## config.mk

```make
export PLATFORM = sky130hd
export DESIGN_NAME = serial_reply_frame_receiver_unit
export DESIGN_NICKNAME = d
export VERILOG_FILES = /design/src/rtl/core/srfr_pkg.sv /design/src/rtl/core/srfr_collect.sv /design/src/rtl/core/srfr_update.sv /design/src/rtl/core/serial_reply_frame_receiver_unit.sv
export SDC_FILE = /design/constraint.sdc
export NUM_CORES = 1
export LEC_CHECK = 0
export CORE_MARGIN = 1.5
export CORE_UTILIZATION = 45
export DETAILED_ROUTE_END_ITERATION = 8
export DONT_BUFFER_PORTS = 1
export GPL_TIMING_DRIVEN = 1
export PLACE_DENSITY_LB_ADDON = 0.25
export SLEW_MARGIN = 20
export SYNTH_ARGS = -nofsm -noshare
export SYNTH_HDL_FRONTEND = slang
export SYNTH_SLANG_ARGS = --single-unit
```

## constraint.sdc

```tcl
create_clock -name clk -period 43.4 [get_ports clk]
set_input_delay 6.51 -clock clk [delete_from_list [all_inputs] [get_ports clk]]
set_output_delay 6.51 -clock clk [all_outputs]
set_load 0.02 [all_outputs]
```

## src/rtl/core/srfr_pkg.sv

```systemverilog
`default_nettype none
// ----------------------------------------------------------------------------
// Serial reply frame receiver package
// Shared constants, command codes, register indexes and frame/result types.
// ----------------------------------------------------------------------------
package srfr_pkg;

	localparam int FRAME_BYTES = 10;
	localparam int POS_W       = 4;
	localparam int STORE_DEPTH = FRAME_BYTES - 2;
	localparam int STORE_IDX_W = $clog2(STORE_DEPTH);

	localparam logic [POS_W-1:0] POS_IDLE = POS_W'(0);
	localparam logic [POS_W-1:0] POS_LAST = POS_W'(FRAME_BYTES - 1);

	localparam int CFG_DATA_W = 16;
	localparam int CFG_ADDR_W = 2;
	localparam int OUT_DATA_W = 136;

	localparam logic [CFG_ADDR_W-1:0] REG_UNKNOWN_STATUS = CFG_ADDR_W'(0);
	localparam logic [CFG_ADDR_W-1:0] REG_STOPPED_STATUS = CFG_ADDR_W'(1);
	localparam logic [CFG_ADDR_W-1:0] REG_NO_ERROR       = CFG_ADDR_W'(2);

	localparam logic [15:0] UNKNOWN_STATUS_RESET = 16'd255;
	localparam logic [15:0] STOPPED_STATUS_RESET = 16'd0;
	localparam logic [15:0] NO_ERROR_RESET       = 16'd0;

	localparam logic [7:0] START_BYTE   = 8'h7E;
	localparam logic [7:0] END_BYTE     = 8'hEF;
	localparam logic [7:0] VERSION_BYTE = 8'hFF;
	localparam logic [7:0] LENGTH_BYTE  = 8'h06;

	localparam logic [7:0] CMD_INIT       = 8'h3F;
	localparam logic [7:0] CMD_INSERT     = 8'h3A;
	localparam logic [7:0] CMD_REMOVE     = 8'h3B;
	localparam logic [7:0] CMD_FINISH_USB = 8'h3C;
	localparam logic [7:0] CMD_FINISH_TF  = 8'h3D;
	localparam logic [7:0] CMD_FINISH_FL  = 8'h3E;
	localparam logic [7:0] CMD_ERROR      = 8'h40;
	localparam logic [7:0] CMD_ACK        = 8'h41;
	localparam logic [7:0] CMD_STATUS     = 8'h42;
	localparam logic [7:0] CMD_VOLUME     = 8'h43;
	localparam logic [7:0] CMD_EQ         = 8'h44;

	typedef struct packed {
		logic [7:0] version;
		logic [7:0] length;
		logic [7:0] command;
		logic [7:0] feedback;
		logic [7:0] param_hi;
		logic [7:0] param_lo;
		logic [7:0] sum_hi;
		logic [7:0] sum_lo;
		logic [7:0] end_byte;
	} frame_t;

	// First member lands in the highest bits, so last_command ends up at bit 0.
	typedef struct packed {
		logic [15:0] query_result;
		logic [7:0]  eq_mode;
		logic [7:0]  volume_level;
		logic [7:0]  finished_source;
		logic [15:0] finished_track;
		logic [15:0] error_code;
		logic [15:0] play_status;
		logic [15:0] device_mask;
		logic        player_online;
		logic [15:0] last_parameter;
		logic [7:0]  last_command;
	} status_t;

endpackage
`default_nettype wire

```

## src/rtl/core/srfr_collect.sv

```systemverilog
`default_nettype none
// ----------------------------------------------------------------------------
// Frame collector
// Tracks the byte position, stores the frame bytes and flags a complete frame.
// ----------------------------------------------------------------------------
module srfr_collect (
	input  wire logic           clk,
	input  wire logic           arst_n,
	input  wire logic           s_tvalid,
	output logic                s_tready,
	input  wire logic [7:0]     s_tdata,
	input  wire logic           out_stall,
	output logic                frame_done,
	output srfr_pkg::frame_t    frame
);
	import srfr_pkg::*;

	logic [POS_W-1:0] pos_q;
	logic [7:0]       store_q [STORE_DEPTH];
	logic             in_fire;
	logic             is_start;
	logic [STORE_IDX_W-1:0] wr_idx;

	// The closing byte needs the result register, so only that byte waits on it.
	assign s_tready   = (pos_q != POS_LAST) || !out_stall;
	assign in_fire    = s_tvalid && s_tready;
	assign is_start   = (s_tdata == START_BYTE);
	assign wr_idx     = STORE_IDX_W'(pos_q - POS_W'(1));
	assign frame_done = in_fire && !is_start && (pos_q == POS_LAST);

	assign frame.version  = store_q[0];
	assign frame.length   = store_q[1];
	assign frame.command  = store_q[2];
	assign frame.feedback = store_q[3];
	assign frame.param_hi = store_q[4];
	assign frame.param_lo = store_q[5];
	assign frame.sum_hi   = store_q[6];
	assign frame.sum_lo   = store_q[7];
	assign frame.end_byte = s_tdata;

	always_ff @(posedge clk or negedge arst_n) begin
		if (!arst_n) begin
			pos_q <= POS_IDLE;
		end else if (in_fire) begin
			if (is_start) begin
				pos_q <= POS_W'(1);
			end else if (pos_q == POS_IDLE || pos_q == POS_LAST) begin
				pos_q <= POS_IDLE;
			end else begin
				pos_q <= pos_q + POS_W'(1);
			end
		end
	end

	always_ff @(posedge clk) begin
		if (in_fire && !is_start && pos_q != POS_IDLE && pos_q != POS_LAST) begin
			store_q[wr_idx] <= s_tdata;
		end
	end

endmodule
`default_nettype wire

```

## src/rtl/core/srfr_update.sv

```systemverilog
`default_nettype none
// ----------------------------------------------------------------------------
// Frame check and status update
// Validates a complete frame, updates the status registers and holds the result.
// ----------------------------------------------------------------------------
module srfr_update (
	input  wire logic                               clk,
	input  wire logic                               arst_n,
	input  wire logic                               cfg_we,
	input  wire logic [srfr_pkg::CFG_ADDR_W-1:0]    cfg_addr,
	input  wire logic [srfr_pkg::CFG_DATA_W-1:0]    cfg_wdata,
	input  wire logic                               frame_done,
	input  wire srfr_pkg::frame_t                   frame,
	output logic                                    m_tvalid,
	input  wire logic                               m_tready,
	output srfr_pkg::status_t                       result,
	output logic                                    result_ok
);
	import srfr_pkg::*;

	localparam status_t STATE_RESET = '{
		query_result:    16'd0,
		eq_mode:         8'd0,
		volume_level:    8'd0,
		finished_source: 8'd0,
		finished_track:  16'd0,
		error_code:      NO_ERROR_RESET,
		play_status:     UNKNOWN_STATUS_RESET,
		device_mask:     16'd0,
		player_online:   1'b0,
		last_parameter:  16'd0,
		last_command:    8'd0
	};

	logic [15:0] stopped_code_q;
	logic [15:0] no_error_code_q;
	status_t     state_q;
	status_t     state_next;
	status_t     result_q;
	logic        ok_q;
	logic        valid_q;
	logic [15:0] sum;
	logic [15:0] par;
	logic        good;

	assign par = {frame.param_hi, frame.param_lo};
	assign sum = 16'({8'h00, VERSION_BYTE}) + 16'({8'h00, LENGTH_BYTE})
		+ 16'({8'h00, frame.command}) + 16'({8'h00, frame.feedback})
		+ 16'({8'h00, frame.param_hi}) + 16'({8'h00, frame.param_lo});
	assign good = (frame.version == VERSION_BYTE) && (frame.length == LENGTH_BYTE)
		&& (frame.end_byte == END_BYTE) && ((16'd0 - sum) == {frame.sum_hi, frame.sum_lo});

	always_comb begin
		state_next = state_q;
		if (good) begin
			state_next.last_command   = frame.command;
			state_next.last_parameter = par;
			unique case (frame.command)
				CMD_INIT: begin
					state_next.player_online = 1'b1;
					state_next.device_mask   = par;
					state_next.error_code    = no_error_code_q;
				end
				CMD_INSERT: begin
					state_next.device_mask   = state_q.device_mask | par;
					state_next.player_online = 1'b1;
				end
				CMD_REMOVE: begin
					state_next.device_mask = state_q.device_mask & ~par;
				end
				CMD_FINISH_USB, CMD_FINISH_TF, CMD_FINISH_FL: begin
					state_next.finished_source = frame.command;
					state_next.finished_track  = par;
					state_next.play_status     = stopped_code_q;
				end
				CMD_ERROR: begin
					state_next.error_code = par;
				end
				CMD_ACK: begin
					state_next.error_code = no_error_code_q;
				end
				CMD_STATUS: begin
					state_next.play_status  = par;
					state_next.query_result = par;
				end
				CMD_VOLUME: begin
					state_next.volume_level = frame.param_lo;
					state_next.query_result = par;
				end
				CMD_EQ: begin
					state_next.eq_mode      = frame.param_lo;
					state_next.query_result = par;
				end
				default: begin
					state_next.query_result = par;
				end
			endcase
		end
	end

	// The unknown status code is only the reset value of the play status.
	always_ff @(posedge clk or negedge arst_n) begin
		if (!arst_n) begin
			stopped_code_q  <= STOPPED_STATUS_RESET;
			no_error_code_q <= NO_ERROR_RESET;
		end else if (cfg_we) begin
			unique case (cfg_addr)
				REG_UNKNOWN_STATUS: begin
				end
				REG_STOPPED_STATUS: begin
					stopped_code_q <= cfg_wdata;
				end
				REG_NO_ERROR: begin
					no_error_code_q <= cfg_wdata;
				end
				default: begin
				end
			endcase
		end
	end

	always_ff @(posedge clk or negedge arst_n) begin
		if (!arst_n) begin
			state_q <= STATE_RESET;
			valid_q <= 1'b0;
		end else begin
			if (frame_done) begin
				state_q <= state_next;
				valid_q <= 1'b1;
			end else if (m_tready) begin
				valid_q <= 1'b0;
			end
		end
	end

	always_ff @(posedge clk) begin
		if (frame_done) begin
			result_q <= state_next;
			ok_q     <= good;
		end
	end

	assign m_tvalid  = valid_q;
	assign result    = result_q;
	assign result_ok = ok_q;

endmodule
`default_nettype wire

```

## src/rtl/core/serial_reply_frame_receiver_unit.sv

```systemverilog
`default_nettype none
// ----------------------------------------------------------------------------
// Serial reply frame receiver
// Parses ten-byte reply frames from a byte stream and reports module status.
// ----------------------------------------------------------------------------
// The block takes one received byte per clock cycle. A start byte 0x7E always
// opens a new frame, and bytes outside a frame are dropped. The tenth byte of
// a frame completes it: the header, end byte and checksum are checked in that
// same cycle and the result transfer is offered on the output in the next cycle,
// with tuser high for a good frame. Every byte except the tenth is taken even
// while a result is still waiting; the tenth waits only until the single
// output register is free, so with the output side ready the block sustains
// one byte per cycle without pause.
module serial_reply_frame_receiver_unit (
	input  wire logic                               clk,
	input  wire logic                               arst_n,
	input  wire logic                               cfg_we,
	input  wire logic [srfr_pkg::CFG_ADDR_W-1:0]    cfg_addr,
	input  wire logic [srfr_pkg::CFG_DATA_W-1:0]    cfg_wdata,
	input  wire logic                               s_tvalid,
	output logic                                    s_tready,
	input  wire logic [7:0]                         s_tdata,   // rx_byte
	output logic                                    m_tvalid,
	input  wire logic                               m_tready,
	// last_command, last_parameter, player_online, device_mask, play_status,
	// error_code, finished_track, finished_source, volume_level, eq_mode,
	// query_result, zero padding
	output logic [srfr_pkg::OUT_DATA_W-1:0]         m_tdata,
	output logic                                    m_tuser    // frame_ok
);
	import srfr_pkg::*;

	logic    frame_done;
	frame_t  frame;
	status_t result;
	logic    result_ok;

	srfr_collect u_collect (
		.clk        (clk),
		.arst_n     (arst_n),
		.s_tvalid   (s_tvalid),
		.s_tready   (s_tready),
		.s_tdata    (s_tdata),
		.out_stall  (m_tvalid && !m_tready),
		.frame_done (frame_done),
		.frame      (frame)
	);

	srfr_update u_update (
		.clk        (clk),
		.arst_n     (arst_n),
		.cfg_we     (cfg_we),
		.cfg_addr   (cfg_addr),
		.cfg_wdata  (cfg_wdata),
		.frame_done (frame_done),
		.frame      (frame),
		.m_tvalid   (m_tvalid),
		.m_tready   (m_tready),
		.result     (result),
		.result_ok  (result_ok)
	);

	assign m_tdata = {(OUT_DATA_W - $bits(status_t))'(0), result};
	assign m_tuser = result_ok;

endmodule
`default_nettype wire
```

Word-level counts from Yosys, hierarchy flattened
Memories as Yosys holds them, arrays and structs flattened.
Cells that the tools add are included.
Operators by class
  equal/unequal tests: 20
  add/subtract/negate cells: 7
  reductions and logical operators: 23
  multiplexer cells: 15
  bitwise operators: 3
Operators with widths (count)
  two-way mux 129 bit: 1
  case mux 16 bit (2 select lines): 2
  adder 16 x 8 -> 16 bit: 3
  equality test 8 x 6 -> 1 bit (second input constant): 6
  equality test 8 x 7 -> 1 bit (second input constant): 6
  case mux 16 bit (3 select lines): 1
  two-way mux 24 bit: 1
  bitwise AND 16 bit: 1
  equality test 16 bit: 1
  equality test 8 bit (second input constant): 2
  two-way mux 16 bit: 1
  two-way mux 8 bit: 2
  inverter 16 bit: 1
  bitwise OR 16 bit: 1
  subtractor 1 x 16 -> 16 bit (first input constant): 1
  adder 9 x 8 -> 10 bit (first input constant): 1
  logical AND 1 bit: 9
  equality test 8 x 3 -> 1 bit (second input constant): 1
  two-way mux 4 bit: 2
  OR reduction 8 bit: 1
  two-way mux 1 bit: 5
  adder 4 x 1 -> 4 bit (second input constant): 1
  equality test 4 bit (second input constant): 1
  logical NOT 4 bit: 1
  other kinds (11): 16
Storage, ports and cells
  register bits after elaboration: 296
  bits in writable memories: 64
  input port bits: 31
  memories: 1
  output and inout bits: 139
Memory list
  u_collect.store_q: depth 8, bits a word 8, rd ports 8, clocked after Yosys merged registers in 0, write ports 1, line srfr_collect.sv:19  | logic [7:0] store_q [STORE_DEPTH];

Logic depth before layout (Yosys ltp)
  depth after elaboration: 10
  mapped depth: 21
  gate-level depth less buffers: 16

Hierarchy
A second synthesis with hierarchy kept.
Unflattened totals
  cell total of the unflattened synthesis: 1176
  area, all modules: 16159.2 um2
Modules (own cells, without submodules)
  srfr_update: cells each 1049, area an instance 13716.9 um2, times used 1, seq. area each 7967.6 um2
  srfr_collect: cells each 118, area an instance 2372.3 um2, times used 1, seq. area each 2021.9 um2
  serial_reply_frame_receiver_unit: cells each 9, area an instance 70.1 um2, times used 1, seq. area each 0.0 um2

Worst setup path before layout
No wires, ideal clock.
  path kind: input -> register
  start: input s_tdata[2]
  end: register u_update.state_q[118] (netlist bit)
  buffers on the path: 2
  data required time: 43275 ps
  path slack: 23734 ps
  data arrival time: 19541 ps
  stages: 9
  setup time: 125 ps
  cell sequence: and3_1 -> nand3_1 -> o41ai_1 -> nor3_1 -> o221ai_1 -> or4_4 -> buf_6 -> buf_8 -> mux2_4
Between the ends
  cells in the longest elaborated chain, start to end: 4
  elaborated cells on any way between the ends: 8
  classes of those cells: eq/ne: 2; mux: 1; reduce/logical: 5
Ends and longest elaborated chain
  from (decl): line serial_reply_frame_receiver_unit.sv:22  | input wire logic [7:0] s_tdata,
  equality test 8 x 7 -> 1 bit: line srfr_collect.sv:27  | assign is_start = (s_tdata == START_BYTE);
  logical NOT 1 bit: line srfr_collect.sv:29  | assign frame_done = in_fire && !is_start && (pos_q == POS_LAST);
  logical AND 1 bit (2 in series): line srfr_collect.sv:29
  named net frame_done: line serial_reply_frame_receiver_unit.sv:33  | logic frame_done;
  to (signal assigned): line srfr_update.sv:128  | state_q <= state_next;
  to (decl): line srfr_update.sv:37  | status_t state_q;
The timed path passes the listed nets, and every way through them passes these cells.
A chain may end at the register's enable or synchronous reset.

Worst setup path in the final report
  start: input m_tready
  end: output s_tready
Between the ends
  cells in the longest elaborated chain, start to end: 4
Ends and longest elaborated chain
  from (decl): line serial_reply_frame_receiver_unit.sv:24  | input wire logic m_tready,
  logical NOT 1 bit: line serial_reply_frame_receiver_unit.sv:44  | .out_stall (m_tvalid && !m_tready),
  logical AND 1 bit: line serial_reply_frame_receiver_unit.sv:44
  logical NOT 1 bit: line srfr_collect.sv:25  | assign s_tready = (pos_q != POS_LAST) || !out_stall;
  logical OR 1 bit: line srfr_collect.sv:25
  to (decl): line serial_reply_frame_receiver_unit.sv:21  | output logic s_tready,
No other way between the ends.

==> results.cfg <==
[setup_path]
cp-start-kind = input port
path_cells = nand2b_1 -> or3_1
end_kind = primary output
crit_buf_inv = 0
worstSetupPathType = input port to primary output
arrival_ns = 7.10
slowest_stage = or3_1
critPathRequiredTime_ns = 36.89
cp_top_family = simple AND/OR/NAND/NOR gates
worstPathMaxFanout = 3
slowest_delay_ns = 0.44

[sta]
maxSlewHeadroom_pct = 25.3
fin_skew_ns = 0.0153
period_share_pct = 31.4
setup_viol = 0
max_freq_mhz = 73.5
worst_pin_slew_ns = 1.11
maxSlewViolCount = 0
rsz0062_at_grt = false
min_period_ns = 13.61
fin_tns_setup_ns = 0
finalHoldViolations = 0
timing.final.ws_setup_ns = 29.79

[clock_network]
clock_latency_ns = 0.54
path_clk_slew_ns = 0.06
ctsResizeCount = 0
htreeDepth = 2
cts_setup_buffers = 0
numClockSinks = 360
cts_made_buffers = 39
cts-root-buf = clkbuf_16
cts_hold_buffers = 0
clock_path_buffers = 3
cts_tree = built

[place]
post-place-ws_ns = 29.79
gp_congestion = 0.821
io_buffers = 0
hpwl_mm = 24.3

[power_and_ir_drop]
powerDensity_nw_per_um2 = 51.3
total_leakage_power_nw = 7.05
vdd_drop_max_uv = 34.0

[synthesis]
synth_cells = 1218
ys.flop_type = edfxtp_1
yosysWarningCount = 0
synth.area.mux_share_pct = 12.2
mappedNetlistArea_um2 = 16400
synth_xor_xnor_area_share_pct = 1.34
synthSimpleGateAreaFrac_pct = 5.60
yosys.area.top_type = edfxtp_1
synthDominantCellAreaShare_pct = 35.6
synth_compound_area_share_pct = 11.6
synth_seq_cells = 360
synthArstFlopShare_pct = 46.1
synth_top_family_by_area = multiplexers
synth_cell_type_count = 56
synth_most_common_cell = edfxtp_1
synth_area_leaders = edfxtp_1 36%, dfrtp_1 24%, mux2_2 8.9%
synth_edf_count = 194
avgSynthCellArea_um2 = 13.4
synth_commonest_cells = 194 x edfxtp_1, 158 x dfrtp_1, 130 x mux2_2
ys_seq_area_share_pct = 61.0
yosys.area_share.adder_pct = 3.94

[global_routing]
grt_pass1_vias = 9932
antenna_found_initial = 0
grt_first_pass_wirelength_mm = 61.3
track_usage_pct = 21.1
grt_max_degree = 167
grt.overflow.total = 0

[final_layout]
fill_cells = 3025
flow.area_growth_from_synthesis_pct = 9.84
drive_above_1_share_pct = 22.1
antennaDiodeCount = 0
nets = 1248

[floorplanning]
dieArea_um2 = 37500
core-area_um2 = 35700
initial_core_util_pct = 45.9
num_io_pins = 170
fp-row-count = 69
die_h_um = 194
die_w_um = 194

[run_status]
outcome = complete, but fails checks
violations = design-rule violations

[worst_hold_path]
worstHoldPathType = register to register

[routing]
num_vias = 9718
drt-initial-drc-count = 738
drc = 15
wl_mm = 39.3
vias_per_cell = 5.83
avgRoutedWirePerCell_um = 23.6
drt_pass1_iterations = 9
antenna_left = 0

[run]
drv_cap = 0
-- per-stage QoR --
stage	instances	hold slack [ns]	cell area (µm²)	util, %	total power, mW
after floorplan	1224	0.425	16400	-	0.549
after global placement	1595	0.439	16700	46.7	0.585
after detailed placement	1595	0.444	16700	46.7	0.589
after CTS	1666	0.461	18000	50.4	0.928
after global routing	1666	0.490	18000	50.4	0.968
final	1666	0.460	18000	50.4	0.923
-- cells by family after synthesis --
| family | after synthesis |
|---|---|
| XOR/XNOR | 25 |
| AO/OA/AOI/OAI | 289 |
| flip-flops | 360 |
| AND/OR/NAND/NOR | 172 |
| adder cells (fa/ha/maj) | 42 |
| buffers and inverters | 162 |
| multiplexers | 167 |
| other | 1 |
-- worst paths after layout --
check                           cells after the start                           endpoint                              start  slack [ns]
worst max-delay path                                2                           s_tready                           m_tready       29.79
worst min-delay path                                1   u_update.state_q[93]$_DFFE_PN0P_   u_update.state_q[93]$_DFFE_PN0P_        0.46
worst max register to register                     16      u_update.result[59]$_DFFE_PP_  u_collect.store_q[5][1]$_DFFE_PP_       36.62
min in group asynchronous                           0  u_update.state_q[124]$_DFFE_PN0P_                             arst_n        5.69
max in group asynchronous                           0   u_update.state_q[44]$_DFFE_PN1P_                             arst_n       37.45
worst min register to register                      1   u_update.state_q[93]$_DFFE_PN0P_   u_update.state_q[93]$_DFFE_PN0P_        0.46
-- per-layer routing --
layer	track usage, %	vias up	part of all wire [%]
met4	8.25	0	3.7
met1	29.8	4932	45
met2	32.1	317	45
met3	4.40	76	6.1
li1	-	4393	-
met5	0	-	0
-- power breakdown --
| part | internal (mW) | switching (mW) | leakage (nW) |
|---|---|---|---|
| Combinational | 0.0692 | 0.101 | 2.53 |
| Sequential | 0.385 | 0.0287 | 3.89 |
| Clock | 0.203 | 0.135 | 0.634 |
-- cells in the final DEF, fill, tap and decap left out, types with 7 or more instances in the layout --
master | netlist | final
o21ai_0 | 107 | 107
mux2_2 | 130 | 130
a22oi_1 | 32 | 32
nand2b_1 | 11 | 11
clkinv_1 | 0 | 8
mux2_4 | 34 | 34
ha_1 | 26 | 26
fa_1 | 16 | 16
clkbuf_16 | 0 | 39
dfstp_2 | 8 | 8
nand3_1 | 23 | 23
nor2_1 | 23 | 20
a21oi_1 | 8 | 8
conb_1 | 1 | 7
inv_1 | 58 | 58
a21o_1 | 36 | 36
xnor2_1 | 19 | 19
nand4_1 | 12 | 12
or3_1 | 8 | 8
o31ai_1 | 96 | 96
dfrtp_1 | 158 | 158
nand2_1 | 48 | 48
buf_4 | 7 | 14
edfxtp_1 | 194 | 194
-- layout make-up --
type / instances / area (µm²) / share of cell area (%)
Tap cell: 461 / 577 / 3.21
Clock inverter: 25 / 297 / 1.65
Timing Repair Buffer: 14 / 105 / 0.585
Inverter: 58 / 218 / 1.21
Clock buffer: 46 / 1010 / 5.63
Sequential cell: 360 / 9990 / 55.6
Multi-Input combinational cell: 702 / 5780 / 32.2
-- state kept, by name (all words and copies together) (netlist names) --
name / cells
u_update.state_q: 129
u_collect.store_q: 64
u_update.no_error_code_q: 16
u_update.result: 129
u_update.stopped_code_q: 16
u_update.result_ok: 1
u_collect.pos_q: 4
u_update.m_tvalid: 1
(Power assumes the default switching activity.)
